$ cat src/rtl/gww_pkg.sv
// ---------------------------------------------------------------------------
// gww_pkg
// types and constants shared by the greedy word wrap block
// ---------------------------------------------------------------------------
package gww_pkg;

  typedef logic [7:0] char_t;
  typedef logic [7:0] width_t;

  localparam char_t  CHAR_SPACE    = 8'd32;
  localparam char_t  CHAR_NEWLINE  = 8'd10;
  localparam width_t DEFAULT_WIDTH = 8'd80;

endpackage

$ cat src/rtl/gww_in_if.sv
// ---------------------------------------------------------------------------
// gww_in_if
// input channel: one text byte per word with end-of-text mark
// ---------------------------------------------------------------------------
interface gww_in_if;
  logic              valid;
  logic              ready;
  gww_pkg::char_t    in_char;
  logic              in_end_of_text;

  modport source (output valid, output in_char, output in_end_of_text, input ready);
  modport sink   (input valid, input in_char, input in_end_of_text, output ready);
endinterface

$ cat src/rtl/gww_out_if.sv
// ---------------------------------------------------------------------------
// gww_out_if
// output channel: one emitted byte per word with run, text and truncation flags
// ---------------------------------------------------------------------------
interface gww_out_if;
  logic              valid;
  logic              ready;
  gww_pkg::char_t    out_char;
  logic              end_of_run;
  logic              end_of_text;
  logic              word_truncated;

  modport source (output valid, output out_char, output end_of_run, output end_of_text,
                  output word_truncated, input ready);
  modport sink   (input valid, input out_char, input end_of_run, input end_of_text,
                  input word_truncated, output ready);
endinterface

$ cat src/rtl/gww_ram.sv
// ---------------------------------------------------------------------------
// gww_ram
// generic single-write, single-read memory with registered read data
// ---------------------------------------------------------------------------
module gww_ram #(
  parameter int WIDTH = 8,
  parameter int DEPTH = 63,
  localparam int AW = (DEPTH > 1) ? $clog2(DEPTH) : 1
) (
  input  logic             clk,
  input  logic             we,
  input  logic [AW-1:0]    waddr,
  input  logic [WIDTH-1:0] wdata,
  input  logic             re,
  input  logic [AW-1:0]    raddr,
  output logic [WIDTH-1:0] rdata
);

  logic [WIDTH-1:0] mem [DEPTH];

  always_ff @(posedge clk) begin
    if (we) begin
      mem[waddr] <= wdata;
    end
    if (re) begin
      rdata <= mem[raddr];
    end
  end

endmodule

$ cat src/rtl/greedy_word_wrap_unit.sv
// ---------------------------------------------------------------------------
// greedy_word_wrap_unit
// greedy word wrap: buffers each word and replays it after a separator
// ---------------------------------------------------------------------------
// usage:
//   din carries one text byte per word; byte 32 ends a word, and a word
//   with in_end_of_text set also ends the word and the text.
//   dout carries the wrapped stream: a space or newline before every word
//   but the first of a text, then the word bytes.
//   line_width_we / line_width_wdata write the line width (reset 80);
//   write it only while the block is idle.
// timing:
//   a byte that does not end a word is taken while din stays ready.
//   a byte that ends a non-empty word holds din until its last word byte
//   is loaded into dout. the word buffer memory is read one byte a cycle
//   with registered read data, so one word byte leaves per cycle while
//   dout is ready. a pending separator is loaded into dout first, then
//   each word byte once its read data is registered.
// reset clears the word and line state and sets the width to 80.
// a stall on dout holds the output register and pauses the buffer reads.
// ---------------------------------------------------------------------------
module greedy_word_wrap_unit #(
  parameter int MAX_WORD = 63
) (
  input  logic            clk,
  input  logic            rst,
  gww_in_if.sink          din,
  gww_out_if.source       dout,
  input  logic            line_width_we,
  input  gww_pkg::width_t line_width_wdata
);
  import gww_pkg::*;

  localparam int AW = (MAX_WORD > 1) ? $clog2(MAX_WORD) : 1;
  localparam int LW = $clog2(MAX_WORD + 1);

  typedef enum logic {ST_IDLE, ST_EMIT} state_t;

  state_t          state;
  width_t          line_width;
  logic [LW-1:0]   word_len;
  logic            word_ovf;
  logic [7:0]      line_len;
  logic [LW-1:0]   emit_len;
  logic            emit_trunc;
  logic            emit_eot;
  logic [LW-1:0]   rd_ptr;
  logic [LW-1:0]   ld_cnt;
  logic            rdata_ok;
  logic            sep_pend;
  char_t           sep_char;
  logic            out_valid;
  char_t           out_char;
  logic            out_eor;
  logic            out_eot;
  logic            out_trunc;
  char_t           ram_rdata;

  logic            in_acc;
  logic            is_space;
  logic            buf_wr;
  logic [LW-1:0]   new_len;
  logic            new_ovf;
  logic            flush;
  logic [8:0]      line_sum;
  logic            fits;
  logic            out_free;
  logic            load_sep;
  logic            load_chr;
  logic            last_chr;
  logic            issue;

  always_comb begin
    in_acc   = din.valid && din.ready;
    is_space = (din.in_char == CHAR_SPACE);
    buf_wr   = !is_space && (word_len < LW'(MAX_WORD));
    new_len  = buf_wr ? word_len + LW'(1) : word_len;
    new_ovf  = word_ovf || (!is_space && (word_len == LW'(MAX_WORD)));
    flush    = is_space || din.in_end_of_text;
    line_sum = {1'b0, line_len} + 9'd1 + 9'(new_len);
    fits     = (line_sum <= {1'b0, line_width});

    out_free = !out_valid || dout.ready;
    load_sep = (state == ST_EMIT) && sep_pend && out_free;
    load_chr = (state == ST_EMIT) && !sep_pend && rdata_ok && out_free;
    last_chr = (ld_cnt == emit_len - LW'(1));
    issue    = (state == ST_EMIT) && (rd_ptr != emit_len) && (!rdata_ok || load_chr);
  end

  assign din.ready           = (state == ST_IDLE);
  assign dout.valid          = out_valid;
  assign dout.out_char       = out_char;
  assign dout.end_of_run     = out_eor;
  assign dout.end_of_text    = out_eot;
  assign dout.word_truncated = out_trunc;

  gww_ram #(
    .WIDTH (8),
    .DEPTH (MAX_WORD)
  ) u_word_ram (
    .clk   (clk),
    .we    (in_acc && buf_wr),
    .waddr (word_len[AW-1:0]),
    .wdata (din.in_char),
    .re    (issue),
    .raddr (rd_ptr[AW-1:0]),
    .rdata (ram_rdata)
  );

  always_ff @(posedge clk) begin
    if (rst) begin
      state      <= ST_IDLE;
      line_width <= DEFAULT_WIDTH;
      word_len   <= '0;
      word_ovf   <= 1'b0;
      line_len   <= '0;
      rd_ptr     <= '0;
      ld_cnt     <= '0;
      rdata_ok   <= 1'b0;
      sep_pend   <= 1'b0;
      out_valid  <= 1'b0;
    end else begin
      if (line_width_we) begin
        line_width <= line_width_wdata;
      end

      unique case (state)
        ST_IDLE: begin
          if (in_acc) begin
            if (flush) begin
              word_len <= '0;
              word_ovf <= 1'b0;
              if (new_len != '0) begin
                state      <= ST_EMIT;
                emit_len   <= new_len;
                emit_trunc <= new_ovf;
                emit_eot   <= din.in_end_of_text;
                rd_ptr     <= '0;
                ld_cnt     <= '0;
                rdata_ok   <= 1'b0;
                sep_pend   <= (line_len != '0);
                sep_char   <= fits ? CHAR_SPACE : CHAR_NEWLINE;
                if (din.in_end_of_text) begin
                  line_len <= '0;
                end else if (line_len != '0 && fits) begin
                  line_len <= line_sum[7:0];
                end else begin
                  line_len <= 8'(new_len);
                end
              end else if (din.in_end_of_text) begin
                line_len <= '0;
              end
            end else begin
              word_len <= new_len;
              word_ovf <= new_ovf;
            end
          end
        end
        ST_EMIT: begin
          if (load_sep) begin
            sep_pend <= 1'b0;
          end
          if (issue) begin
            rd_ptr   <= rd_ptr + LW'(1);
            rdata_ok <= 1'b1;
          end else if (load_chr) begin
            rdata_ok <= 1'b0;
          end
          if (load_chr) begin
            ld_cnt <= ld_cnt + LW'(1);
            if (last_chr) begin
              state <= ST_IDLE;
            end
          end
        end
        default: begin
          state <= ST_IDLE;
        end
      endcase

      if (load_sep) begin
        out_valid <= 1'b1;
        out_char  <= sep_char;
        out_eor   <= 1'b0;
        out_eot   <= 1'b0;
        out_trunc <= 1'b0;
      end else if (load_chr) begin
        out_valid <= 1'b1;
        out_char  <= ram_rdata;
        out_eor   <= last_chr;
        out_eot   <= last_chr && emit_eot;
        out_trunc <= last_chr && emit_trunc;
      end else if (dout.ready) begin
        out_valid <= 1'b0;
      end
    end
  end

endmodule

$ cat src/flat_wrapper.sv
// flat-port wrapper written by rule: the top's interface ports become plain ports
module greedy_word_wrap_unit_flat import gww_pkg::*;
#(
  parameter int MAX_WORD = 63
)
  (clk, rst, line_width_we, line_width_wdata, din_valid, din_in_char, din_in_end_of_text, din_ready, dout_valid, dout_out_char, dout_end_of_run, dout_end_of_text, dout_word_truncated, dout_ready);
  gww_in_if din_i ();
  gww_out_if dout_i ();
  input  logic clk;
  input  logic rst;
  input  logic line_width_we;
  input  gww_pkg::width_t line_width_wdata;
  input wire logic [$bits(din_i.valid)-1:0] din_valid;
  input wire logic [$bits(din_i.in_char)-1:0] din_in_char;
  input wire logic [$bits(din_i.in_end_of_text)-1:0] din_in_end_of_text;
  output wire logic [$bits(din_i.ready)-1:0] din_ready;
  output wire logic [$bits(dout_i.valid)-1:0] dout_valid;
  output wire logic [$bits(dout_i.out_char)-1:0] dout_out_char;
  output wire logic [$bits(dout_i.end_of_run)-1:0] dout_end_of_run;
  output wire logic [$bits(dout_i.end_of_text)-1:0] dout_end_of_text;
  output wire logic [$bits(dout_i.word_truncated)-1:0] dout_word_truncated;
  input wire logic [$bits(dout_i.ready)-1:0] dout_ready;
  assign din_i.valid = din_valid;
  assign din_i.in_char = din_in_char;
  assign din_i.in_end_of_text = din_in_end_of_text;
  assign din_ready = din_i.ready;
  assign dout_valid = dout_i.valid;
  assign dout_out_char = dout_i.out_char;
  assign dout_end_of_run = dout_i.end_of_run;
  assign dout_end_of_text = dout_i.end_of_text;
  assign dout_word_truncated = dout_i.word_truncated;
  assign dout_i.ready = dout_ready;
  greedy_word_wrap_unit #(.MAX_WORD(MAX_WORD)) u_core (.clk(clk), .rst(rst), .din(din_i), .dout(dout_i), .line_width_we(line_width_we), .line_width_wdata(line_width_wdata));
endmodule
$ cat config.mk
export PLATFORM = sky130hd
export DESIGN_NAME = greedy_word_wrap_unit_flat
export DESIGN_NICKNAME = d
export VERILOG_FILES = /design/src/rtl/gww_pkg.sv /design/src/rtl/gww_in_if.sv /design/src/rtl/gww_out_if.sv /design/src/rtl/gww_ram.sv /design/src/rtl/greedy_word_wrap_unit.sv /design/src/flat_wrapper.sv
export SDC_FILE = /design/constraint.sdc
export NUM_CORES = 1
export LEC_CHECK = 0
export ABC_AREA = 1
export ABC_CLOCK_PERIOD_IN_PS = 8100
export BUFFER_PORTS_ARGS = -buffer_cell sky130_fd_sc_hd__buf_4
export CAP_MARGIN = 10
export CORE_ASPECT_RATIO = 0.75
export CORE_MARGIN = 5
export CORE_UTILIZATION = 55
export CTS_BUF_LIST = sky130_fd_sc_hd__clkbuf_16
export CTS_CLUSTER_DIAMETER = 40
export DETAILED_ROUTE_END_ITERATION = 7
export PLACE_DENSITY_LB_ADDON = 0.12
export SLEW_MARGIN = 20
export SYNTH_ARGS = -nofsm -noshare
export SYNTH_HDL_FRONTEND = slang
export SYNTH_SLANG_ARGS = --single-unit
$ cat constraint.sdc
create_clock -name clk -period 8.1 [get_ports clk]
set_clock_uncertainty 0.15 [all_clocks]
set_input_delay 0.405 -clock clk [delete_from_list [all_inputs] [get_ports clk]]
set_output_delay 0.405 -clock clk [all_outputs]
set_load 0.01 [all_outputs]
==> flow_summary.json <==
{
  "clk_pin_slew_worst_paths_ns": 0.06,
  "cts.htree.levels": 3,
  "grt_overflow": 0,
  "synth_cells": 2016,
  "ys_types": 40,
  "num_antenna_cells": 0,
  "dieArea_sq_mm": 0.0478,
  "worstHoldPathType": "in2reg",
  "cap_violations": 0,
  "ys_ff_latch": 572,
  "grt_usage_pct": 26.0,
  "peakVddDrop_v": 0.000189,
  "post-route-cell-area_sq_mm": 0.0270,
  "grt_pass1_wl_um": 94200,
  "rows": 66,
  "cp.arrival_ns": 4.77,
  "syn_area_per_cell_sq_um": 11.9,
  "coreArea_sq_mm": 0.0432,
  "synth_ff_type": "edfxtp_1",
  "wl_met2_um": 26900,
  "min_period_ns": 4.39,
  "highest_layer": "met4",
  "cts_max_path_buffers": 3,
  "hold_start": "dout_ready",
  "synth_edf_count": 533,
  "r2r_setup_slack_ns": 3.71,
  "clk_latency_ns": 0.60,
  "grt_max_degree": 95,
  "yosysTopAreaCellShare_pct": 67.0,
  "critPathCaptureType": "flip-flop",
  "dpl_cell_area_sq_mm": 0.0246,
  "gp_congestion": 0.929,
  "drtAntennaViolNets": 0,
  "die_y_um": 191,
  "synthesis.nets": 2058,
  "cts.sinks": 572,
  "power.density_mw_per_mm2": 251,
  "rsz0062_at_grt": "false",
  "grt_pass1_vias": 14967,
  "r2r-start": "u_core.word_len[0]$_SDFFE_PP0P_",
  "period_share_pct": 54.2,
  "route.detailed.drc": 0,
  "worstPathRequired_ns": 8.48,
  "areaGrowthSynthToFinish_pct": 13.0,
  "tightestPinTransition_ns": 1.15,
  "hold_viol_final": 0,
  "leakagePower_nw": 9.18,
  "r2r_cells": 24,
  "wl_met1_um": 28300,
  "start_util_pct": 55.3,
  "synth_top_area_cell": "edfxtp_1",
  "vias": 16017,
  "cts_buffers": 67,
  "syn_area_sq_mm": 0.0239,
  "wl_met3_um": 5910,
  "fin_nets": 2081,
  "synth_commonest_cells": "edfxtp_1 (533), nor2_1 (358), o21ai_0 (258), nand2_1 (184), inv_1 (89)",
  "viasPerCell": 6.00,
  "outcome": "finished, final reports clean",
  "final-setup-viol-count": 0,
  "ys_seq_area_share_pct": 70.2,
  "die_w_um": 251,
  "grt_antenna_before_repair": 0,
  "firstDrtPassIters": 5,
  "clockRootBuffer": "clkbuf_16",
  "crit_type": "reg2reg",
  "wl_per_cell_um": 23.4,
  "synthTopCellsByArea": "edfxtp_1 (67%), nor2_1 (5.6%), o21ai_0 (5.4%)",
  "yosys_warnings": 0,
  "hold_depth": 4,
  "tns_ns": 0,
  "cts_setup_buffers": 0,
  "hpwl_um": 36600,
  "fmax_mhz": 228,
  "drv_slew": 0,
  "port_buffers": 34,
  "io-pin-count": 35,
  "synth_async_sr_flop_share_pct": 0,
  "yosysMostFrequentCell": "edfxtp_1",
  "wl_um": 62500,
  "timing.rr.end": "u_core.line_len[7]$_SDFFE_PP0P_",
  "cts-resized-gates": 0,
  "worstSetupStartpointType": "flip-flop",
  "drive_above_1_share_pct": 10.0,
  "cts_tree": "built",
  "hold_end": "u_core.dout.valid$_SDFFE_PP0P_",
  "drt_iter0_drc": 1799,
  "cts-hold-fix-buffers": 17,
  "cp_max_fo": 12,
  "maxSlewHeadroom_pct": 23.1
}
area by class of cell:
type / count / area, sq um
clock buffers: 71 / 1780
clock inverters: 51 / 488
fillers: 3353 / 16200
inverters: 97 / 373
multi-input cells: 1225 / 6230
flip-flops and latches: 572 / 16800
well taps: 578 / 723
repair buffers: 76 / 613
cell families (layout without fill, tap and decap cells):
kind of cell / Yosys count / count (layout) / synth area share, %
buf+inv: 219 / 295 / 3.87
flops: 572 / 572 / 70.2
fa+ha+maj: 20 / 20 / 1.08
compound gates: 470 / 470 / 11.2
simple gates: 709 / 709 / 12.7
xor+xnor: 26 / 26 / 0.953
sequential cells by signal (all words and copies together), names as in the netlist, 2 cells and up:
signal                   cells
u_core.u_word_ram.rdata      8
u_core.emit_len              6
u_core.word_len              6
u_core.line_width            8
u_core.line_len              8
u_core.dout.out_char         8
u_core.u_word_ram.mem      504
u_core.rd_ptr                6
u_core.sep_char              2
u_core.ld_cnt                6
through the flow:
stage | cells | util [%] | hold WS (ns) | total power [mW] | setup slack (ns)
global route | 2670 | 62.5 | 0.0781 | 7.00 | 3.29
global placement | 2531 | 56.9 | 0.324 | 3.77 | 3.55
detailed placement | 2531 | 56.9 | 0.330 | 3.78 | 3.46
floorplan | 2016 | - | 0.285 | 3.60 | 4.55
finish | 2670 | 62.5 | 0.0453 | 6.79 | 3.71
CTS | 2670 | 62.5 | 0.0144 | 6.81 | 3.75
routing by layer:
| layer | vias to the layer above | global-route usage [%] |
|---|---|---|
| met4 | 0 | 7.28 |
| met3 | 105 | 6.33 |
| met5 | - | 0 |
| met1 | 7857 | 40.1 |
| met2 | 682 | 37.2 |
| li1 | 7373 | - |
cells in the final DEF (no fill, tap or decap), types with 2 or more instances in the layout:
cell type,n
inv_6,10
a21oi_1,54
nand2_1,184
dfxtp_1,36
nand3_2,2
o21ai_0,258
nor2_1,357
inv_2,5
o21ai_1,6
nor4_2,3
o22ai_1,81
nand4_1,34
clkinv_2,7
inv_8,2
clkinvlp_4,6
clkbuf_16,71
edfxtp_1,533
inv_1,96
o221ai_1,29
nor4_1,4
nand2_4,6
nor3_1,8
ha_1,19
o2111ai_1,2
clkinv_1,11
nand3_1,85
nor2_4,3
buf_4,59
clkinv_4,2
nor3_2,2
bufinv_16,7
dlygate4sd3_1,17
nand2_2,16
xnor2_1,11
dfxtp_4,2
xor2_1,15
o211ai_1,36
worst max-delay path, cell delays in order, from the launching register on:
cell and delay (ns):
dfxtp_1 0.56, ha_1 0.26, nand2_1 0.11, nor2_4 0.14
nand2_4 0.10, nand3_1 0.14, nand2_4 0.08, ha_1 0.24
fa_1 0.43, o21ai_1 0.24, xor2_1 0.24, ha_1 0.29
nand2_1 0.08, nor2_1 0.07, nand2_1 0.07, nand3_1 0.08
nand2_1 0.06, nand2_1 0.04, nand2_1 0.05, nand2_1 0.04
nand2_1 0.19, nand3_1 0.26, nor2_1 0.21, nand2_1 0.08
a21oi_1 0.12
worst max-delay path by stage:
stage / startpoint / end / slack (ns) / depth (start not counted)
after global routing: u_core.word_len[1]$_SDFFE_PP0P_ / u_core.line_len[6]$_SDFFE_PP0P_ / 3.29 / 27
after CTS: u_core.word_len[3]$_SDFFE_PP0P_ / u_core.line_len[7]$_SDFFE_PP0P_ / 3.75 / 23
after detailed placement: din_in_char[7] / u_core.line_len[7]$_SDFFE_PP0P_ / 3.46 / 26
after global placement: din_in_char[7] / u_core.line_len[6]$_SDFFE_PP0P_ / 3.55 / 26
after floorplan: u_core.word_len[0]$_SDFFE_PP0P_ / u_core.line_len[6]$_SDFFE_PP0P_ / 4.55 / 24
final: u_core.word_len[0]$_SDFFE_PP0P_ / u_core.line_len[7]$_SDFFE_PP0P_ / 3.71 / 24
power breakdown:
| group | leakage, nW | switching (mW) | internal (mW) |
|---|---|---|---|
| Combinational | 2.93 | 0.332 | 0.125 |
| Clock | 1.13 | 1.22 | 1.83 |
| Sequential | 5.12 | 0.0284 | 3.25 |
| Total | 9.18 | 1.58 | 5.20 |
(Power assumes the default switching activity.)
